<file path="src/rtl/pe_base_relocation_patcher_defines.svh">
// Assertion helpers used by the top-level RTL.
`ifndef PE_BASE_RELOCATION_PATCHER_DEFINES_SVH
`define PE_BASE_RELOCATION_PATCHER_DEFINES_SVH

// Concurrent assertion on an explicit clock and active-low reset.
`define PBR_ASSERT_CLK(label, clk, rstn, prop, msg) \
  label: assert property (@(posedge clk) disable iff (!(rstn)) (prop)) else $error(msg);

// Concurrent assertion on the block clock and reset.
`define PBR_ASSERT(label, prop, msg) \
  `PBR_ASSERT_CLK(label, clk_i, rst_ni, prop, msg)

`endif

</file>
<file path="src/rtl/pbr_pkg.sv">
`default_nettype none

package pbr_pkg;

  localparam int MAX_SECTIONS = 16;

  localparam int ADDR_W   = 32;
  localparam int DELTA_W  = 64;
  localparam int COUNT_W  = 5;
  localparam int SLOT_W   = 4;
  localparam int KIND_W   = 2;
  localparam int ENTRY_W  = 16;
  localparam int OFS_W    = 12;
  localparam int TYPE_W   = ENTRY_W - OFS_W;
  localparam int PWIDTH_W = 2;
  localparam int STATUS_W = 3;
  localparam int CFG_IDX_W = 2;

  localparam int IN_DATA_W  = 184;
  localparam int IN_USER_W  = KIND_W;
  localparam int OUT_DATA_W = 104;
  localparam int OUT_USER_W = 1 + STATUS_W;

  localparam logic [ADDR_W-1:0] MIN_BLOCK  = ADDR_W'(8);
  localparam logic [ADDR_W:0]   PATCH_SPAN = (ADDR_W+1)'(8);

  // item kinds
  localparam logic [KIND_W-1:0] KIND_SECTION = 2'd0;
  localparam logic [KIND_W-1:0] KIND_BLOCK   = 2'd1;
  localparam logic [KIND_W-1:0] KIND_ENTRY   = 2'd2;

  // configuration register indexes
  localparam logic [CFG_IDX_W-1:0] CFG_DELTA = 2'd0;
  localparam logic [CFG_IDX_W-1:0] CFG_ISIZE = 2'd1;
  localparam logic [CFG_IDX_W-1:0] CFG_COUNT = 2'd2;

  // relocation entry types
  localparam logic [TYPE_W-1:0] RT_ABSOLUTE = 4'd0;
  localparam logic [TYPE_W-1:0] RT_HIGH     = 4'd1;
  localparam logic [TYPE_W-1:0] RT_LOW      = 4'd2;
  localparam logic [TYPE_W-1:0] RT_HIGHLOW  = 4'd3;
  localparam logic [TYPE_W-1:0] RT_DIR64    = 4'd10;

  // patch widths
  localparam logic [PWIDTH_W-1:0] PW_NONE = 2'd0;
  localparam logic [PWIDTH_W-1:0] PW_16   = 2'd1;
  localparam logic [PWIDTH_W-1:0] PW_32   = 2'd2;
  localparam logic [PWIDTH_W-1:0] PW_64   = 2'd3;

  // result status codes
  localparam logic [STATUS_W-1:0] STS_LOADED = 3'd0;
  localparam logic [STATUS_W-1:0] STS_BLOCK  = 3'd1;
  localparam logic [STATUS_W-1:0] STS_PATCH  = 3'd2;
  localparam logic [STATUS_W-1:0] STS_PAD    = 3'd3;
  localparam logic [STATUS_W-1:0] STS_BOUNDS = 3'd4;
  localparam logic [STATUS_W-1:0] STS_UNSUP  = 3'd5;
  localparam logic [STATUS_W-1:0] STS_BADBLK = 3'd6;
  localparam logic [STATUS_W-1:0] STS_HALTED = 3'd7;

  typedef enum logic [0:0] {
    ST_IDLE,
    ST_SEARCH
  } state_e;

  // lookup token walking the section cell row
  typedef struct packed {
    logic               vld;
    logic [ADDR_W-1:0]  rva;
    logic [COUNT_W-1:0] remain;
    logic               hit;
    logic [ADDR_W-1:0]  fo;
  } qry_t;

  typedef struct packed {
    logic                pvalid;
    logic [ADDR_W-1:0]   offset;
    logic [PWIDTH_W-1:0] pwidth;
    logic [DELTA_W-1:0]  addend;
    logic [STATUS_W-1:0] status;
  } res_t;

endpackage

`default_nettype wire

</file>
<file path="src/rtl/pbr_cell.sv">
`default_nettype none

module pbr_cell (
  input  wire logic                      clk_i,
  input  wire logic                      rst_ni,
  input  wire logic                      load_en_i,
  input  wire logic [pbr_pkg::ADDR_W-1:0] load_rva_i,
  input  wire logic [pbr_pkg::ADDR_W-1:0] load_size_i,
  input  wire logic [pbr_pkg::ADDR_W-1:0] load_raw_i,
  input  wire pbr_pkg::qry_t             q_i,
  output pbr_pkg::qry_t                  q_o
);

  logic [pbr_pkg::ADDR_W-1:0] start_q, end_q, base_q;
  pbr_pkg::qry_t              q_d, dat_q;
  logic                       vld_q;
  logic                       active, match;

  // keep the end and the raw-minus-start bias so the lookup needs one add
  always_ff @(posedge clk_i) begin
    if (load_en_i) begin
      start_q <= load_rva_i;
      end_q   <= load_rva_i + load_size_i;
      base_q  <= load_raw_i - load_rva_i;
    end
  end

  always_comb begin
    active = (q_i.remain != '0);
    match  = q_i.vld && !q_i.hit && active &&
             (q_i.rva >= start_q) && (q_i.rva < end_q);
    q_d        = q_i;
    q_d.remain = active ? q_i.remain - pbr_pkg::COUNT_W'(1) : '0;
    q_d.hit    = q_i.hit | match;
    q_d.fo     = match ? base_q + q_i.rva : q_i.fo;
  end

  always_ff @(posedge clk_i or negedge rst_ni) begin
    if (!rst_ni) begin
      vld_q <= 1'b0;
    end else begin
      vld_q <= q_d.vld;
    end
  end

  always_ff @(posedge clk_i) begin
    dat_q <= q_d;
  end

  always_comb begin
    q_o     = dat_q;
    q_o.vld = vld_q;
  end

endmodule

`default_nettype wire

</file>
<file path="config.mk">
export PLATFORM = sky130hd
export DESIGN_NAME = pbr_cell
export DESIGN_NICKNAME = d
export VERILOG_FILES = /design/src/rtl/pe_base_relocation_patcher_defines.svh /design/src/rtl/pbr_pkg.sv /design/src/rtl/pbr_cell.sv
export SDC_FILE = /design/constraint.sdc
export NUM_CORES = 1
export LEC_CHECK = 0
export BUFFER_PORTS_ARGS = -buffer_cell sky130_fd_sc_hd__buf_4
export CAP_MARGIN = 0
export CORE_ASPECT_RATIO = 1.2
export CORE_MARGIN = 4
export CORE_UTILIZATION = 56
export CTS_CLUSTER_SIZE = 30
export DETAILED_ROUTE_END_ITERATION = 10
export PLACE_DENSITY = 0.82
export SLEW_MARGIN = 20
export SYNTH_ARGS = -nofsm -noshare
export SYNTH_HDL_FRONTEND = slang
export SYNTH_SLANG_ARGS = --single-unit
</file>
<file path="constraint.sdc">
create_clock -name clk_i -period 3.54 [get_ports clk_i]
set_input_delay 1.062 -clock clk_i [delete_from_list [all_inputs] [get_ports clk_i]]
set_output_delay 1.062 -clock clk_i [all_outputs]
set_load 0.02 [all_outputs]
</file>
Yosys cells after proc, flatten, opt, wreduce, memory -nomap -nowiden:

Index checks and enable logic that the tools add are counted.

* $add $sub $neg: 4
* $mul: 0
* divide/modulo/power cells: 0
* magnitude comparators: 2
* equal/unequal tests: 0
* shift-type cells: 0
* muxes and demuxes: 1
* bitwise gates (word level): 1
* reduce and logical (&&, ||, !) cells: 6

Operators by type and width (number)
* $add 32x32->32: 2
* $ge 32x32->1: 1
* $lt 32x32->1: 1
* $mux 32: 1
* $sub 32x32->32: 1
* $reduce_bool 5->1: 1
* $sub 5x1->5 const B: 1
* $logic_and 1x1->1: 4
* $logic_not 1->1: 1
* $or 1x1->1: 1

* flip-flop bits (word level): 167
* latch bits: 0
* RAM bits: 0
* memory bits (read-only): 0
* output and inout port bits: 71
* memories kept: 0

Longest topological paths before layout:

* depth after elaboration: 6
* depth in mapped cells: 13
* depth with buffers taken out: 12

Least setup slack after synthesis:

No wires, ideal clock.

* path type: in2reg
* from: in q_i[38] in the netlist's numbering
* to: reg dat_q, in the netlist q_o[28]
* library setup time: 121 ps
* arrival: 3438 ps
* slack: -19 ps
* stages: 12
* buffers on the path: 0
* path through: ha_1 inv_1 fa_1 nand2b_1 a21oi_1 o22ai_2 o31ai_2 a41oi_2 o31ai_1 a21oi_1 xnor2_1 mux2_4

RTL lines
* start, declared: line pbr_cell.sv:10 `input wire pbr_pkg::qry_t q_i,`
* end signal, assigned: line pbr_cell.sv:47 `dat_q <= q_d;`
* end, declared: line pbr_cell.sv:15 `pbr_pkg::qry_t q_d, dat_q;`

==> metrics.csv <==
metric,value,unit
outcome,"finished, final reports clean",
routed-via-count,9846,
timing.critical_path.required,3860,ps
drt_first_iter_violations,899,
synth.top_cells.by_area,"sky130_fd_sc_hd__edfxtp_1 26%, sky130_fd_sc_hd__ha_1 17%, sky130_fd_sc_hd__dfxtp_1 12%",
worst-r2r-setup-slack,430,ps
fin_area,14800,µm²
firstDrtPassIters,6,
core.rowCount,56,
dpl-instance-area,14200,µm²
finalCritPeriodShare,95.3,%
tightest_slew,730,ps
final_hold_viol_count,0,
initial_core_util,57.2,%
die_y,163,µm
antenna_left,0,
avgRoutedWirePerCell,17.7,µm
crit_path_start_kind,input port,
setup_tns,0,ps
totalWireLength,31000,µm
rsz0062_at_grt,no,
die_area,22500,µm²
htreeDepth,4,
pre_cts_ws,-301,ps
final.min_clock_period,3370,ps
groute.usage.overall,27.2,%
worstSetupPathType,in -> reg,
async_flop_share,0.599,%
pin_count,241,
clock_tree.buffer_depth,2,
synth.yosys.warnings,0,
post-synth-top-count-cell,sky130_fd_sc_hd__ha_1,
largest_net_degree_at_the_start_of_global_routing,57,
synth.lib_cells_used.distinct,77,
postSynthCellCount,1112,
power.static_leakage,0.00723,µW
r2r.worst_path.cells,11,
floorplan.core_area,19700,µm²
final-max-slew-violation-count,0,
min-delay-path-class,in -> async,
port_buffer_count,240,
final.fill_count,1347,
globalplace.congestion,0.928,
synth-seq-area-share,38.3,%
yosys_register_bits,167,
synth_area_leader,sky130_fd_sc_hd__edfxtp_1,
cp_data_arrival_time,3700,ps
fmax,296,MHz
cts_root_buffer,sky130_fd_sc_hd__clkbuf_16,
critPathCaptureType,flop,
setup_viol,0,
wire_length_of_the_first_global_routing_pass,47600,µm
num_clock_sinks,167,
final_critical_path_setup_slack,166,ps
vias_per_cell,5.62,
dp.final_hpwl,25200,µm
detailed_route_drc_error_count,0,
cts_buffers,17,
setup_skew_after_layout,11.9,ps
clk_pin_slew_worst_paths,70,ps
post_synth_instance_area,11300,µm²
number_of_enable_flip_flop_cells_after_synthesis,96,
max_cap_violations,0,
syn-num-nets,1442,
r2r-start,start_q[17],
peakVddDrop,0.000348,V
post_route_cells_drive_above_1_share,30.0,%
grt_pass1_vias,9490,
initial_antenna_violation_count,0,
clock_tree_from_tritoncts,yes,
floorplan.die.width,137,µm
relSlewSlack,51.3,%
most_used_dff_post_synth,sky130_fd_sc_hd__edfxtp_1,
synthesis.area_per_instance,10.1,µm²
design.final.nets,1809,
antenna-diode-count,0,
worst_skew_pair.late_latency,440,ps
cts_setup_buffers,0,
pwr_density_cell,437,nW/µm²
highest_fanout_seen_on_the_critical_path,20,
endpoint,q_o[0],
crit-reg2reg-capture,q_o[0],
yosysTopAreaCellShare,25.6,%
area_growth_from_synthesis_to_layout,31.4,%
grt.overflow.total,0,
synth_common_cells,"157 x sky130_fd_sc_hd__ha_1, 131 x sky130_fd_sc_hd__inv_1, 96 x sky130_fd_sc_hd__edfxtp_1",
timing.critical_path.from,q_i[56],
## what timing repair did
item | CTS | global route
gates resized for setup | 0 | 3
endpoints found under the setup margin | 0 | 2
hold buffers | 0 | 0
endpoints found under the hold margin | 0 | 0
## sequential cells by signal, summed over array words and instances (netlist names)
name,count
q_o,70
base_q,32
end_q,32
start_q,32
vld_q,1
## cell usage in the layout (no fill, tap or decap), types with 4 or more instances in the layout
cell / Yosys / routed
sky130_fd_sc_hd__a2111oi_0: 4 / 4
sky130_fd_sc_hd__a211oi_1: 7 / 7
sky130_fd_sc_hd__a21o_1: 49 / 49
sky130_fd_sc_hd__a21oi_1: 91 / 91
sky130_fd_sc_hd__a31oi_1: 8 / 8
sky130_fd_sc_hd__and3_1: 10 / 9
sky130_fd_sc_hd__and4_1: 5 / 5
sky130_fd_sc_hd__buf_12: 3 / 4
sky130_fd_sc_hd__buf_4: 2 / 358
sky130_fd_sc_hd__clkbuf_16: 0 / 19
sky130_fd_sc_hd__clkinv_2: 0 / 4
sky130_fd_sc_hd__dfxtp_1: 70 / 70
sky130_fd_sc_hd__edfxtp_1: 96 / 96
sky130_fd_sc_hd__ha_1: 157 / 157
sky130_fd_sc_hd__inv_1: 131 / 131
sky130_fd_sc_hd__mux2_4: 27 / 27
sky130_fd_sc_hd__mux2i_1: 4 / 4
sky130_fd_sc_hd__nand2_1: 49 / 49
sky130_fd_sc_hd__nand2b_1: 14 / 14
sky130_fd_sc_hd__nand3_1: 23 / 23
sky130_fd_sc_hd__nand4_1: 14 / 14
sky130_fd_sc_hd__nor2_1: 62 / 62
sky130_fd_sc_hd__nor2b_1: 16 / 16
sky130_fd_sc_hd__nor3_1: 21 / 21
sky130_fd_sc_hd__o211ai_1: 6 / 6
sky130_fd_sc_hd__o21a_1: 10 / 10
sky130_fd_sc_hd__o21ai_0: 40 / 40
sky130_fd_sc_hd__o21ai_1: 6 / 6
sky130_fd_sc_hd__o21bai_1: 13 / 13
sky130_fd_sc_hd__or3_1: 5 / 5
sky130_fd_sc_hd__xnor2_1: 59 / 59
sky130_fd_sc_hd__xor2_1: 21 / 21
## how the worst min path moves through the flow
stage,end,cells after the start,from
2_1_floorplan,q_o[0],2,base_q[0]
3_3_place_gp,q_o[0],2,base_q[0]
3_5_place_dp,q_o[0],2,base_q[0]
4_1_cts,vld_q,1,rst_ni
5_1_grt,vld_q,1,rst_ni
6_report,vld_q,1,rst_ni
## worst max-delay path, cell delays in order
cell and delay, ps:
sky130_fd_sc_hd__buf_4 120, sky130_fd_sc_hd__ha_1 330, sky130_fd_sc_hd__nand4_2 120, sky130_fd_sc_hd__nor3_2 270, sky130_fd_sc_hd__o21ai_1 120, sky130_fd_sc_hd__a2111oi_2 350, sky130_fd_sc_hd__o21ai_1 90, sky130_fd_sc_hd__a2111oi_1 330
sky130_fd_sc_hd__and3_2 330, sky130_fd_sc_hd__buf_12 200, sky130_fd_sc_hd__mux2_2 350
## routing by layer
metal | track usage (%) | routed length (µm) | share of wire [%]
met5 | 0 | 0 | 0
met2 | 44.7 | 15000 | 48
met3 | 3.73 | 2170 | 7.0
met1 | 36.2 | 12900 | 42
met4 | 10.9 | 983 | 3.2
## report_power, final
group	internal [µW]	total, µW	leakage [µW]	switching (µW)
clock	1020	1760	0.000285	744
combinational	1120	2320	0.00540	1190
sequential	2310	2390	0.00154	80.3
## area by class of cell
class                   instances  area, µm²  share of cell area [%]
clock buffers                  25        519                    3.51
inverters                     131        492                    3.32
repair buffers                362       2770                    18.7
clock inverters                 7       41.3                   0.279
well taps                     261        327                    2.21
flip-flops and latches        167       4310                    29.1
multi-input cells             800       6350                    42.9
## logic make-up (layout without fill, tap and decap cells)
logic type	count (synthesis)	after routing	synth area share, %
multiplexers	34	34	4.25
adder cells (fa/ha/maj)	160	160	18.0
flip-flops	167	167	38.3
buffers and inverters	145	525	5.59
XOR/XNOR	80	80	6.22
AO/OA/AOI/OAI	285	285	16.9
AND/OR/NAND/NOR	241	241	10.8
## per-stage QoR
step | utilization, % | cells | hold slack, ps | total power [µW]
floorplan | - | 1112 | 560 | 3770
global placement | 72.3 | 1721 | 609 | 4590
detailed placement | 72.3 | 1721 | 616 | 4690
CTS | 75.1 | 1753 | 375 | 6450
global route | 75.2 | 1753 | 376 | 6790
finish | 75.2 | 1753 | 390 | 6470
(Power assumes the default switching activity.)
